`src/rtl/trc_pkg.sv`:
```
// ----------------------------------------------------------------------------
// trc_pkg
// Types, opcodes and sizes shared by the register CPU execute block.
// ----------------------------------------------------------------------------
package trc_pkg;

   localparam int ADDR_BITS    = 16;
   localparam int NUM_REGS     = 4;
   localparam int REG_IDX_BITS = (NUM_REGS > 1) ? $clog2(NUM_REGS) : 1;
   localparam int WORD_BITS    = 32;
   localparam int MD_STEPS     = WORD_BITS;
   localparam int MD_CNT_BITS  = $clog2(MD_STEPS);

   // opcodes
   localparam logic [4:0] OP_NOP     = 5'd0;
   localparam logic [4:0] OP_HALT    = 5'd1;
   localparam logic [4:0] OP_MOV_RR  = 5'd2;
   localparam logic [4:0] OP_MOV_RM  = 5'd3;
   localparam logic [4:0] OP_MOV_MR  = 5'd4;
   localparam logic [4:0] OP_MOV_RI  = 5'd5;
   localparam logic [4:0] OP_MOV_MI  = 5'd6;
   localparam logic [4:0] OP_ADD     = 5'd7;
   localparam logic [4:0] OP_SUB     = 5'd8;
   localparam logic [4:0] OP_CMP     = 5'd9;
   localparam logic [4:0] OP_JMP     = 5'd10;
   localparam logic [4:0] OP_JZ      = 5'd11;
   localparam logic [4:0] OP_JG      = 5'd12;
   localparam logic [4:0] OP_JL      = 5'd13;
   localparam logic [4:0] OP_OUT     = 5'd14;
   localparam logic [4:0] OP_INC     = 5'd15;
   localparam logic [4:0] OP_DEC     = 5'd16;
   localparam logic [4:0] OP_MUL     = 5'd17;
   localparam logic [4:0] OP_DIV     = 5'd18;

   // fault codes
   localparam logic [1:0] FAULT_NONE    = 2'd0;
   localparam logic [1:0] FAULT_ILLEGAL = 2'd1;
   localparam logic [1:0] FAULT_DIV0    = 2'd2;
   localparam logic [1:0] FAULT_OUT_REG = 2'd3;

   localparam logic [31:0] OUT_MAX_REG = 32'd3;

   typedef struct packed {
      logic [4:0]  func;
      logic [31:0] op_a;
      logic [31:0] op_b;
      logic [31:0] mem_data;
      logic        resume;
   } req_type;

   typedef struct packed {
      logic [15:0]        next_pc;
      logic               mem_write;
      logic [15:0]        write_addr;
      logic [31:0]        write_data;
      logic               out_valid;
      logic [1:0]         out_reg;
      logic signed [31:0] out_value;
      logic               halted;
      logic [1:0]         fault;
   } rsp_type;

   typedef struct packed {
      logic                 start;
      logic                 is_div;
      logic [WORD_BITS-1:0] opnd_a;
      logic [WORD_BITS-1:0] opnd_b;
   } md_req_type;

   typedef struct packed {
      logic                 done;
      logic [WORD_BITS-1:0] result;
   } md_rsp_type;

endpackage

```
`src/rtl/trc_req_if.sv`:
```
// ----------------------------------------------------------------------------
// trc_req_if
// Instruction channel: valid/ready with one fetched instruction as payload.
// ----------------------------------------------------------------------------
interface trc_req_if;
   import trc_pkg::*;

   logic    valid;
   logic    ready;
   req_type payload;

   modport source (output valid, output payload, input ready);
   modport sink   (input valid, input payload, output ready);
endinterface

```
`src/rtl/trc_rsp_if.sv`:
```
// ----------------------------------------------------------------------------
// trc_rsp_if
// Result channel: valid/ready with one execute result as payload.
// ----------------------------------------------------------------------------
interface trc_rsp_if;
   import trc_pkg::*;

   logic    valid;
   logic    ready;
   rsp_type payload;

   modport source (output valid, output payload, input ready);
   modport sink   (input valid, input payload, output ready);
endinterface

```
`src/rtl/trc_csr_if.sv`:
```
// ----------------------------------------------------------------------------
// trc_csr_if
// Register write channel: valid/ready with the start address as data.
// ----------------------------------------------------------------------------
interface trc_csr_if;
   logic        valid;
   logic        ready;
   logic [15:0] data;

   modport source (output valid, output data, input ready);
   modport sink   (input valid, input data, output ready);
endinterface

```
`src/rtl/trc_muldiv.sv`:
```
// ----------------------------------------------------------------------------
// trc_muldiv
// Iterative multiply / signed divide, one bit per cycle on a shared adder.
// ----------------------------------------------------------------------------
module trc_muldiv (
   input  logic                clock,
   input  logic                reset,
   input  trc_pkg::md_req_type md_req,
   output trc_pkg::md_rsp_type md_rsp
);
   import trc_pkg::*;

   typedef enum logic [1:0] {MD_IDLE, MD_RUN, MD_DONE} md_state_type;

   md_state_type           state_ff;
   logic [MD_CNT_BITS-1:0] count_ff;
   logic                   is_div_ff;
   logic                   neg_ff;
   logic [WORD_BITS:0]     acc_ff;   // product or partial remainder
   logic [WORD_BITS-1:0]   x_ff;     // multiplicand or quotient
   logic [WORD_BITS-1:0]   y_ff;     // multiplier or divisor

   logic [WORD_BITS-1:0]   abs_a;
   logic [WORD_BITS-1:0]   abs_b;
   logic [WORD_BITS:0]     rem_sh;
   logic [WORD_BITS:0]     add_a;
   logic [WORD_BITS:0]     add_b;
   logic [WORD_BITS+1:0]   opnd_b_ext;
   logic [WORD_BITS+1:0]   sum;
   logic                   no_borrow;
   logic [WORD_BITS:0]     acc_in;
   logic [WORD_BITS-1:0]   x_in;
   logic [WORD_BITS-1:0]   y_in;

   always_comb begin
      abs_a = md_req.opnd_a[WORD_BITS-1] ? WORD_BITS'(0) - md_req.opnd_a : md_req.opnd_a;
      abs_b = md_req.opnd_b[WORD_BITS-1] ? WORD_BITS'(0) - md_req.opnd_b : md_req.opnd_b;
      rem_sh = {acc_ff[WORD_BITS-1:0], x_ff[WORD_BITS-1]};
      // one adder serves both: add for multiply, subtract for divide
      add_a = is_div_ff ? rem_sh : acc_ff;
      add_b = is_div_ff ? {1'b0, y_ff} : {1'b0, (y_ff[0] ? x_ff : '0)};
      opnd_b_ext = is_div_ff ? ~{1'b0, add_b} : {1'b0, add_b};
      sum = {1'b0, add_a} + opnd_b_ext + (WORD_BITS+2)'(is_div_ff);
      no_borrow = ~sum[WORD_BITS+1];
      if (is_div_ff) begin
         acc_in = no_borrow ? sum[WORD_BITS:0] : rem_sh;
         x_in   = {x_ff[WORD_BITS-2:0], no_borrow};
         y_in   = y_ff;
      end else begin
         acc_in = {1'b0, sum[WORD_BITS-1:0]};
         x_in   = {x_ff[WORD_BITS-2:0], 1'b0};
         y_in   = {1'b0, y_ff[WORD_BITS-1:1]};
      end
   end

   always_ff @(posedge clock) begin
      if (reset) begin
         state_ff <= MD_IDLE;
         count_ff <= '0;
      end else begin
         unique case (state_ff)
            MD_IDLE: begin
               if (md_req.start) begin
                  state_ff  <= MD_RUN;
                  count_ff  <= '0;
                  is_div_ff <= md_req.is_div;
                  neg_ff    <= md_req.opnd_a[WORD_BITS-1] ^ md_req.opnd_b[WORD_BITS-1];
                  acc_ff    <= '0;
                  x_ff      <= md_req.is_div ? abs_a : md_req.opnd_a;
                  y_ff      <= md_req.is_div ? abs_b : md_req.opnd_b;
               end
            end
            MD_RUN: begin
               acc_ff   <= acc_in;
               x_ff     <= x_in;
               y_ff     <= y_in;
               count_ff <= count_ff + MD_CNT_BITS'(1);
               if (count_ff == MD_CNT_BITS'(MD_STEPS - 1)) begin
                  state_ff <= MD_DONE;
               end
            end
            MD_DONE: begin
               state_ff <= MD_IDLE;
            end
            default: begin
               state_ff <= MD_IDLE;
            end
         endcase
      end
   end

   assign md_rsp.done   = (state_ff == MD_DONE);
   assign md_rsp.result = is_div_ff ? (neg_ff ? WORD_BITS'(0) - x_ff : x_ff)
                                    : acc_ff[WORD_BITS-1:0];

endmodule

```
`src/rtl/toy_register_cpu_execute.sv`:
```
// ----------------------------------------------------------------------------
// toy_register_cpu_execute
// Execute stage of a small four-register CPU with iterative multiply/divide.
// ----------------------------------------------------------------------------
// Usage:
//   req_ch carries one fetched instruction per transfer (opcode, the two
//   following words, the memory word at op_b's address, resume flag).
//   rsp_ch returns exactly one result per instruction, in order: next fetch
//   address, optional memory write, optional OUT value, halt and fault.
//   csr_ch writes the start address; it is always ready and is picked up
//   only by the first instruction after reset.
// Sequencing:
//   most instructions pass through the execute state, the result register
//   and the output register. MUL and DIV wait between execute and the
//   result register for trc_muldiv, whose 32 one-bit steps of the shared
//   adder lie between its start and done states.
//   req_ch is ready only while no instruction is in progress, so a new
//   request is taken only after the previous result reaches the output register.
// Reset:
//   registers, compare flag and program counter clear; the start address
//   register clears to zero.
// Stall:
//   a result held by a stalled receiver does not block the next request;
//   a following result waits internally until the output register frees.
// ----------------------------------------------------------------------------
module toy_register_cpu_execute (
   input logic       clock,
   input logic       reset,
   trc_req_if.sink   req_ch,
   trc_rsp_if.source rsp_ch,
   trc_csr_if.sink   csr_ch
);
   import trc_pkg::*;

   typedef enum logic [1:0] {ST_IDLE, ST_EXEC, ST_WAIT, ST_FINISH} state_type;

   state_type            state_ff;
   logic [ADDR_BITS-1:0] pc_ff;
   logic                 load_pend_ff;
   logic [15:0]          start_pc_ff;
   logic [31:0]          regs_ff [NUM_REGS];
   logic [31:0]          cmp_ff;
   req_type              in_ff;
   rsp_type              res_ff;
   rsp_type              rsp_data_ff;
   logic                 rsp_valid_ff;

   md_req_type           md_req;
   md_rsp_type           md_rsp;

   logic [ADDR_BITS-1:0] pc_cur;
   logic [ADDR_BITS-1:0] npc;
   logic                 a_ok;
   logic                 b_ok;
   logic [31:0]          ra;
   logic [31:0]          rb;
   logic                 wr_en;
   logic [31:0]          wr_data;
   logic                 cmp_wr;
   logic                 md_go;
   logic                 md_is_div;
   rsp_type              res_in;
   logic                 out_free;
   logic                 rsp_valid_in;

   trc_muldiv u_muldiv (
      .clock  (clock),
      .reset  (reset),
      .md_req (md_req),
      .md_rsp (md_rsp)
   );

   always_comb begin
      pc_cur = load_pend_ff ? ADDR_BITS'(start_pc_ff) : pc_ff;
      a_ok   = in_ff.op_a < 32'(NUM_REGS);
      b_ok   = in_ff.op_b < 32'(NUM_REGS);
      ra     = a_ok ? regs_ff[in_ff.op_a[REG_IDX_BITS-1:0]] : '0;
      rb     = b_ok ? regs_ff[in_ff.op_b[REG_IDX_BITS-1:0]] : '0;

      npc       = pc_cur + ADDR_BITS'(3);
      wr_en     = 1'b0;
      wr_data   = '0;
      cmp_wr    = 1'b0;
      md_go     = 1'b0;
      md_is_div = 1'b0;
      res_in    = '0;

      unique case (in_ff.func)
         OP_NOP: npc = pc_cur + ADDR_BITS'(1);
         OP_HALT: begin
            if (in_ff.resume) begin
               npc = pc_cur + ADDR_BITS'(1);
            end else begin
               npc           = pc_cur;
               res_in.halted = 1'b1;
            end
         end
         OP_MOV_RR: begin
            wr_en   = 1'b1;
            wr_data = rb;
         end
         OP_MOV_RM: begin
            wr_en   = 1'b1;
            wr_data = in_ff.mem_data;
         end
         OP_MOV_MR: begin
            res_in.mem_write  = 1'b1;
            res_in.write_addr = 16'(in_ff.op_a[ADDR_BITS-1:0]);
            res_in.write_data = rb;
         end
         OP_MOV_RI: begin
            wr_en   = 1'b1;
            wr_data = in_ff.op_b;
         end
         OP_MOV_MI: begin
            res_in.mem_write  = 1'b1;
            res_in.write_addr = 16'(in_ff.op_a[ADDR_BITS-1:0]);
            res_in.write_data = in_ff.op_b;
         end
         OP_ADD: begin
            wr_en   = 1'b1;
            wr_data = ra + rb;
         end
         OP_SUB: begin
            wr_en   = 1'b1;
            wr_data = ra - rb;
         end
         OP_CMP: begin
            cmp_wr  = 1'b1;
            wr_data = ra - rb;
         end
         OP_JMP: npc = in_ff.op_a[ADDR_BITS-1:0];
         OP_JZ, OP_JG, OP_JL: begin
            // jump taken lands at pc + 1 + offset, otherwise skip two words
            if ((in_ff.func == OP_JZ && cmp_ff == '0) ||
                (in_ff.func == OP_JG && cmp_ff != '0 && !cmp_ff[31]) ||
                (in_ff.func == OP_JL && cmp_ff[31])) begin
               npc = pc_cur + ADDR_BITS'(1) + in_ff.op_a[ADDR_BITS-1:0];
            end else begin
               npc = pc_cur + ADDR_BITS'(2);
            end
         end
         OP_OUT: begin
            if (in_ff.op_a <= OUT_MAX_REG) begin
               res_in.out_valid = 1'b1;
               res_in.out_reg   = in_ff.op_a[1:0];
               res_in.out_value = ra;
            end else begin
               res_in.fault = FAULT_OUT_REG;
            end
            npc = pc_cur + ADDR_BITS'(2);
         end
         OP_INC: begin
            wr_en   = 1'b1;
            wr_data = ra + 32'd1;
            npc     = pc_cur + ADDR_BITS'(2);
         end
         OP_DEC: begin
            wr_en   = 1'b1;
            wr_data = ra - 32'd1;
            npc     = pc_cur + ADDR_BITS'(2);
         end
         OP_MUL: md_go = 1'b1;
         OP_DIV: begin
            if (rb == '0) begin
               res_in.fault = FAULT_DIV0;
            end else begin
               md_go     = 1'b1;
               md_is_div = 1'b1;
            end
         end
         default: begin
            res_in.fault = FAULT_ILLEGAL;
            npc          = pc_cur;
         end
      endcase
      res_in.next_pc = 16'(npc);

      md_req.start  = (state_ff == ST_EXEC) && md_go;
      md_req.is_div = md_is_div;
      md_req.opnd_a = ra;
      md_req.opnd_b = rb;

      out_free = !rsp_valid_ff || rsp_ch.ready;
      // a new result loads, otherwise a transfer empties the output register
      if (state_ff == ST_FINISH && out_free) begin
         rsp_valid_in = 1'b1;
      end else begin
         rsp_valid_in = rsp_valid_ff && !rsp_ch.ready;
      end
   end

   always_ff @(posedge clock) begin
      if (reset) begin
         state_ff     <= ST_IDLE;
         pc_ff        <= '0;
         load_pend_ff <= 1'b1;
         start_pc_ff  <= '0;
         cmp_ff       <= '0;
         rsp_valid_ff <= 1'b0;
         for (int i = 0; i < NUM_REGS; i++) begin
            regs_ff[i] <= '0;
         end
      end else begin
         if (csr_ch.valid) begin
            start_pc_ff <= csr_ch.data;
         end
         rsp_valid_ff <= rsp_valid_in;

         unique case (state_ff)
            ST_IDLE: begin
               if (req_ch.valid) begin
                  in_ff    <= req_ch.payload;
                  state_ff <= ST_EXEC;
               end
            end
            ST_EXEC: begin
               pc_ff        <= npc;
               load_pend_ff <= 1'b0;
               res_ff       <= res_in;
               if (wr_en && a_ok) begin
                  regs_ff[in_ff.op_a[REG_IDX_BITS-1:0]] <= wr_data;
               end
               if (cmp_wr) begin
                  cmp_ff <= wr_data;
               end
               state_ff <= md_go ? ST_WAIT : ST_FINISH;
            end
            ST_WAIT: begin
               if (md_rsp.done) begin
                  if (a_ok) begin
                     regs_ff[in_ff.op_a[REG_IDX_BITS-1:0]] <= md_rsp.result;
                  end
                  state_ff <= ST_FINISH;
               end
            end
            ST_FINISH: begin
               // hand over once the output register is free
               if (out_free) begin
                  rsp_data_ff <= res_ff;
                  state_ff    <= ST_IDLE;
               end
            end
            default: begin
               state_ff <= ST_IDLE;
            end
         endcase
      end
   end

   assign req_ch.ready   = (state_ff == ST_IDLE);
   assign csr_ch.ready   = 1'b1;
   assign rsp_ch.valid   = rsp_valid_ff;
   assign rsp_ch.payload = rsp_data_ff;

   a_req_to_exec: assert property (@(posedge clock) disable iff (reset)
      req_ch.valid && req_ch.ready |=> state_ff == ST_EXEC)
      else $error("request transfer did not enter execute");

   a_md_done_in_wait: assert property (@(posedge clock) disable iff (reset)
      md_rsp.done |-> state_ff == ST_WAIT)
      else $error("multiply/divide finished outside wait state");

   a_cmp_only_in_exec: assert property (@(posedge clock) disable iff (reset)
      state_ff != ST_EXEC |=> $stable(cmp_ff))
      else $error("compare flag changed outside execute");

   a_div0_result: assert property (@(posedge clock) disable iff (reset)
      rsp_valid_ff && rsp_data_ff.fault == FAULT_DIV0
         |-> !rsp_data_ff.mem_write && !rsp_data_ff.out_valid)
      else $error("divide fault with side effects");

endmodule

```
`src/flat_wrapper.sv`:
```
// flat-port wrapper written by rule: the top's interface ports become plain ports
module toy_register_cpu_execute_flat import trc_pkg::*;
  (clock, reset, req_ch_valid, req_ch_payload, req_ch_ready, rsp_ch_valid, rsp_ch_payload, rsp_ch_ready, csr_ch_valid, csr_ch_data, csr_ch_ready);
  trc_req_if req_ch_i ();
  trc_rsp_if rsp_ch_i ();
  trc_csr_if csr_ch_i ();
  input logic clock;
  input logic reset;
  input wire logic [$bits(req_ch_i.valid)-1:0] req_ch_valid;
  input wire logic [$bits(req_ch_i.payload)-1:0] req_ch_payload;
  output wire logic [$bits(req_ch_i.ready)-1:0] req_ch_ready;
  output wire logic [$bits(rsp_ch_i.valid)-1:0] rsp_ch_valid;
  output wire logic [$bits(rsp_ch_i.payload)-1:0] rsp_ch_payload;
  input wire logic [$bits(rsp_ch_i.ready)-1:0] rsp_ch_ready;
  input wire logic [$bits(csr_ch_i.valid)-1:0] csr_ch_valid;
  input wire logic [$bits(csr_ch_i.data)-1:0] csr_ch_data;
  output wire logic [$bits(csr_ch_i.ready)-1:0] csr_ch_ready;
  assign req_ch_i.valid = req_ch_valid;
  assign req_ch_i.payload = req_ch_payload;
  assign req_ch_ready = req_ch_i.ready;
  assign rsp_ch_valid = rsp_ch_i.valid;
  assign rsp_ch_payload = rsp_ch_i.payload;
  assign rsp_ch_i.ready = rsp_ch_ready;
  assign csr_ch_i.valid = csr_ch_valid;
  assign csr_ch_i.data = csr_ch_data;
  assign csr_ch_ready = csr_ch_i.ready;
  toy_register_cpu_execute u_core (.clock(clock), .reset(reset), .req_ch(req_ch_i), .rsp_ch(rsp_ch_i), .csr_ch(csr_ch_i));
endmodule
```
`config.mk`:
```
export PLATFORM = sky130hd
export DESIGN_NAME = toy_register_cpu_execute_flat
export DESIGN_NICKNAME = d
export VERILOG_FILES = /design/src/rtl/trc_pkg.sv /design/src/rtl/trc_req_if.sv /design/src/rtl/trc_rsp_if.sv /design/src/rtl/trc_csr_if.sv /design/src/rtl/trc_muldiv.sv /design/src/rtl/toy_register_cpu_execute.sv /design/src/flat_wrapper.sv
export SDC_FILE = /design/constraint.sdc
export NUM_CORES = 1
export LEC_CHECK = 0
export BUFFER_PORTS_ARGS = -buffer_cell sky130_fd_sc_hd__buf_2
export CAP_MARGIN = 20
export CORE_MARGIN = 10
export CORE_UTILIZATION = 55
export DETAILED_ROUTE_END_ITERATION = 6
export PLACE_DENSITY = 0.73
export SETUP_SLACK_MARGIN = 0.3
export SYNTH_ARGS = -nofsm -noshare
export SYNTH_HDL_FRONTEND = slang
export SYNTH_SLANG_ARGS = --single-unit
```
`constraint.sdc`:
```
create_clock -name clock -period 22.9 [get_ports clock]
set_input_delay 0 -clock clock [delete_from_list [all_inputs] [get_ports clock]]
set_output_delay 0 -clock clock [all_outputs]
set_load 0.005 [all_outputs]
```
* Yosys cells after proc, flatten, opt, wreduce, memory -nomap -nowiden
Memories as Yosys holds them, arrays and structs flattened. A register that Yosys moved wholly into a read port is not among the register bits.
Cells that the tools add are included.
** Word-level totals
- Register bits :: 482
- Bits in writable memories :: 128
- Bits of input ports :: 123
- Output and inout port bits :: 106
- Memories kept :: 1
** Memory list
- u_core.regs_ff :: words 4, width 32, read ports 2, clocked after memory_dff 2, write ports 4, RTL line toy_register_cpu_execute.sv:41 : logic [31:0] regs_ff [NUM_REGS];
** Cells by class
- Add/subtract/negate cells :: 14
- Order comparisons :: 3
- Equal/unequal tests :: 30
- Multiplexer cells :: 66
- Bitwise operators :: 5
- Reductions and logical operators :: 39
** Operators with widths (number)
- 32-bit two-way mux :: 15
- 32-bit case mux with 7 select lines :: 1
- 33-bit two-way mux :: 4
- 32-bit case mux with 2 select lines :: 2
- 49-bit case mux with 2 select lines :: 1
- 16-bit case mux with 6 select lines :: 1
- 1-bit by 32-bit subtractor with 32-bit output, first input constant :: 3
- 33-bit case mux with 2 select lines :: 1
- 32-bit logical NOT :: 2
- 32-bit by 3-bit less-than comparator with 1-bit output, second input constant :: 2
- 16-bit two-way mux :: 3
- 5-bit by 4-bit equality test with 1-bit output, second input constant :: 8
- 35-bit two-way mux :: 1
- 33-bit by 34-bit adder with 34-bit output :: 1
- 34-bit by 1-bit adder with 34-bit output :: 1
- 34-bit two-way mux :: 1
- 32-bit inverter with 34-bit output :: 1
- 16-bit by 2-bit adder with 16-bit output, second input constant :: 2
- 32-bit by 1-bit adder with 32-bit output, second input constant :: 1
- 32-bit adder :: 1
- 32-bit by 2-bit less-or-equal comparator with 1-bit output, second input constant :: 1
- 32-bit nonzero test :: 1
- 32-bit OR reduction :: 1
- 32-bit by 1-bit subtractor with 32-bit output, second input constant :: 1
- other kinds (37) :: 101

* Depth between registers and ports, before layout
- Word-level depth :: 11
- Depth in mapped cells :: 27

* Hierarchy
Synthesis repeated with hierarchy kept, for this count alone.
** Unflattened totals
- Cell total of the unflattened synthesis :: 3228
- Area, all modules :: 34209.1 um2
** By module, submodules not included
- toy_register_cpu_execute :: instances 1, cells each 2140, area an instance 25224.2 um2
- trc_muldiv :: instances 1, cells each 1088, area an instance 8984.9 um2

* Least setup slack after synthesis
No wires, ideal clock.
- Path type :: register to register
- Start :: reg u_core.state_ff[0]
- End :: reg u_core.rsp_data_ff (netlist bit u_core.rsp_ch.payload[0]) (enable)
- Arrival time :: 7.961 ns
- Path slack :: 14.227 ns
- Cell stages (with the launch flop) :: 3
- Path through :: dfxtp_1 ha_1 nor3b_1
** Between the ends
- Longest elaborated chain between the ends :: 2
** RTL lines
- start: declaration :: RTL line toy_register_cpu_execute.sv:37 : state_type state_ff;
- start signal: assignment :: RTL line toy_register_cpu_execute.sv:227 : state_ff <= md_go ? ST_WAIT : ST_FINISH;
- 2-bit equality test :: RTL line toy_register_cpu_execute.sv:210 : unique case (state_ff)
- 3-bit AND reduction (no line)
- end signal: assignment :: RTL line toy_register_cpu_execute.sv:240 : rsp_data_ff <= res_ff;
- end: declaration :: RTL line toy_register_cpu_execute.sv:45 : rsp_type rsp_data_ff;
Every way passes these cells.
A chain may end at the register's enable or synchronous reset.

==> run summary <==
Status = complete, no violations
Die height = 270 µm
Drt wl/cell = 26.7 µm
1st-pass router iterations = 6
Min-delay src = req_ch_payload[8]
Synth Register Bits = 614
Fillers = 4,849
Fmax = 143 MHz
CTS root buf = clkbuf_16
Grt total ovfl = 0
Hold slack final = 65.4 ps
Initial DRC count = 3,498
IO Port Bufs = 227
Total GRT Usage = 31.3%
Via Count = 28,509
Slowest cell delay on critical path = 760 ps
Fin nets = 3,731
Clock sinks = 614
Row cnt = 91
Inst Count DP = 4,143
Starting Density = 55.6%
Clk Latency, worst-skew pair = 650 ps
Total core area = 61,700 µm²
Finished Layout Cells = 4,415
EDFF count, synth = 535
Synth top cells by count = 535 x edfxtp_1, 375 x nor2_1, 327 x nand2_1, 211 x o21ai_0, 210 x a21oi_1
Post-Syn Nets = 3,428
Maximum number of pins on one net before global-route repair = 99
Dominant synthesized flop cell = edfxtp_1
CP max-delay cell = a21oi_1
Post-CTS setup buffer count = 0
WS Path Type = flop to flop
Largest fanout on the critical path = 23
Yosys warns = 0
Final Wtd Congestion = 0.974
Min setup slack post-route = 15,920 ps
Hold Vio Cnt, Final = 0
Synth async-reset ratio = 0%
LEAKAGE = 14.7 nW
Mapped cell area = 34,300 µm²
Worst Skew = 45.6 ps
Count leader, synth = edfxtp_1
Post-cts resize count = 0
Area growth, synth to finish = 16.0%
Syn_area_per_cell = 10.7 µm²
Main area contributors after synthesis = edfxtp_1 47%, dfxtp_1 4.6%, nor2_1 4.1%, mux4_2 4.1%, nand2_1 3.6%
Number of global-route vias before repair = 27,538
Synth area leader = edfxtp_1
Critical path arrival = 7330 ps
CP Launch Type = flop
Clk buf depth = 3
Drt total wl = 118 mm
Die W = 270 µm
CTS Hold Bufs = 137
Max-cap violations = 0
Worst Path Buf+Inv = 1
Initial antenna violation count = 18
Cts bufs inserted = 68
RSZ-0062 raised after global routing = no
Vias/cell = 6.46
Final min period = 6980 ps
Peak VDD IR = 0.0732 mV
Yosys top cell area share = 46.8%
Data required time of the worst path = 23,240 ps
First-pass GRT wire length = 174 mm
Die ar. = 72,800 µm²
CTS tree = done
Drc violations = 0
Post-synthesis sequential area ratio = 51.4%
Worst hold path type = input port to flop
# IOs = 229
Ratio of cells with drive above 1 in the final layout = 15.3%
Power per cell area = 79.1 nW/µm²
Cell family with most CP delay = compound AO/OA/AOI/OAI gates
Remaining antenna violation count = 0
Final core utilization = 64.5%
DP Worst Slack = 16,070 ps
Final setup vio count = 0
Rel. slew slack = 20.4%
Reg clk slew, reported paths = 70 ps
Cells after synthesis = 3,210
Setup TNS = 0 ps
Measured slew at the worst slew-check pin = 1190 ps
CP endpoint kind = flop
Tcrit/Tclk final = 30.5%
CTS H-Tree Depth = 3
Worst path cell trace = buf_4, mux4_2, nor4_1, nand2_1, a2bb2oi_1, a21oi_1, o22ai_1, a32o_1, a221oi_1, ha_1, and3_1, nand3_1, and4b_1, o311ai_0, nor2_1, o31ai_1, xnor2_1, a221o_1, a21oi_1, nor2_1
Dpl hpwl = 84.3 mm
Netlist cell types = 95
Final Slew Violations = 0
[layer usage]
| metal | vias to the layer above | wire (µm) | track usage (%) |
|---|---|---|---|
| met3 | 380 | 11100 | 6.87 |
| li1 | 12569 | - | - |
| met1 | 13901 | 42500 | 36.9 |
| met2 | 1649 | 56400 | 51.5 |
| met5 | - | 65 | 0 |
| met4 | 10 | 8030 | 19.6 |
[worst register-to-register path, stage by stage (launching register included)]
cell	delay (ps)
dfxtp_2	550
buf_4	530
mux4_2	740
nor4_1	430
nand2_1	130
a2bb2oi_1	240
a21oi_1	760
o22ai_1	210
a32o_1	230
a221oi_1	240
ha_1	340
and3_1	210
nand3_1	80
and4b_1	200
o311ai_0	120
nor2_1	540
o31ai_1	220
xnor2_1	180
a221o_1	340
a21oi_1	300
nor2_1	80
[layout by cell type, fill, tap and decap left out, types with 12 or more instances in the layout]
master | netlist | routed
o21ai_0 | 211 | 211
a22o_1 | 56 | 56
mux2_2 | 46 | 46
and2_1 | 84 | 84
o21a_1 | 22 | 22
clkbuf_1 | 149 | 19
a211oi_1 | 55 | 55
and3_1 | 14 | 14
o31ai_1 | 45 | 45
xnor2_1 | 92 | 92
nand2_1 | 327 | 327
a31oi_1 | 12 | 12
dlygate4sd3_1 | 0 | 137
xor2_1 | 92 | 92
nand2b_1 | 24 | 24
mux4_2 | 62 | 62
nand3b_1 | 12 | 12
a21o_1 | 31 | 31
inv_1 | 65 | 63
nand4_1 | 15 | 15
nor3_1 | 58 | 54
or2_2 | 14 | 14
nor4_1 | 41 | 41
nor2b_1 | 26 | 24
mux2i_1 | 55 | 55
buf_4 | 2 | 55
ha_1 | 92 | 92
edfxtp_1 | 535 | 535
a21oi_1 | 210 | 210
clkbuf_16 | 0 | 69
dfxtp_1 | 79 | 76
nor2_1 | 375 | 368
or3_1 | 21 | 21
a221oi_1 | 25 | 24
nand3_1 | 58 | 58
buf_2 | 11 | 227
[sequential cells by signal (all words and copies together), names as in the netlist, 5 cells and up, named ones only]
| name | cells |
|---|---|
| u_core.cmp_ff | 32 |
| u_core.start_pc_ff | 16 |
| u_core.u_muldiv.y_ff | 32 |
| u_core.u_muldiv.count_ff | 5 |
| u_core.in_ff | 102 |
| u_core.res_ff | 103 |
| u_core.rsp_ch.payload | 103 |
| u_core.u_muldiv.x_ff | 32 |
| u_core.regs_ff | 128 |
| u_core.pc_ff | 16 |
| u_core.u_muldiv.acc_ff | 33 |
[power by group]
part | total, mW | leakage (nW) | switching (mW) | internal, mW
clock | 1.14 | 1.09 | 0.478 | 0.660
combinational | 0.631 | 7.92 | 0.409 | 0.222
sequential | 1.38 | 5.69 | 0.0537 | 1.33
[final cells by class]
type	count	area, µm²	share of cell area [%]
Clock buffer	90	1830	4.59
Multi-Input combinational cell	2344	15600	39.3
Inverter	66	253	0.635
Timing Repair Buffer	419	2920	7.34
Sequential cell	614	17700	44.3
Clock inverter	36	460	1.16
Antenna cell	9	22.5	0.0566
Tap cell	837	1050	2.63
[kinds of logic (layout without fill, tap and decap cells)]
kind of cell	Yosys count	in the layout	share of synthesized area [%]
AO/OA/AOI/OAI	796	796	15.0
flip-flops	614	614	51.4
buffers and inverters	252	611	3.22
AND/OR/NAND/NOR	1105	1105	14.9
XOR/XNOR	184	184	4.70
adder cells (fa/ha/maj)	95	95	3.53
other	1	10	0.0109
multiplexers	163	163	7.18
[final timing paths]
kind                                    to  slack, ps  cells after the start
setup / recovery     u_core.regs_ff[1][31]      15920                     20
setup reg to reg     u_core.regs_ff[1][31]      15920                     20
hold reg to reg   u_core.rsp_ch.payload[2]        410                      0
hold / removal             u_core.in_ff[8]         70                      2
[stage by stage]
step / power (mW) / area [µm²]
2_1_floorplan: 1.78 / 34300
5_1_grt: 3.24 / 39800
3_5_place_dp: 1.99 / 36100
6_report: 3.15 / 39800
4_1_cts: 3.13 / 39800
3_3_place_gp: 1.98 / 36100
Note: power is estimated with default switching activity, not from simulation.
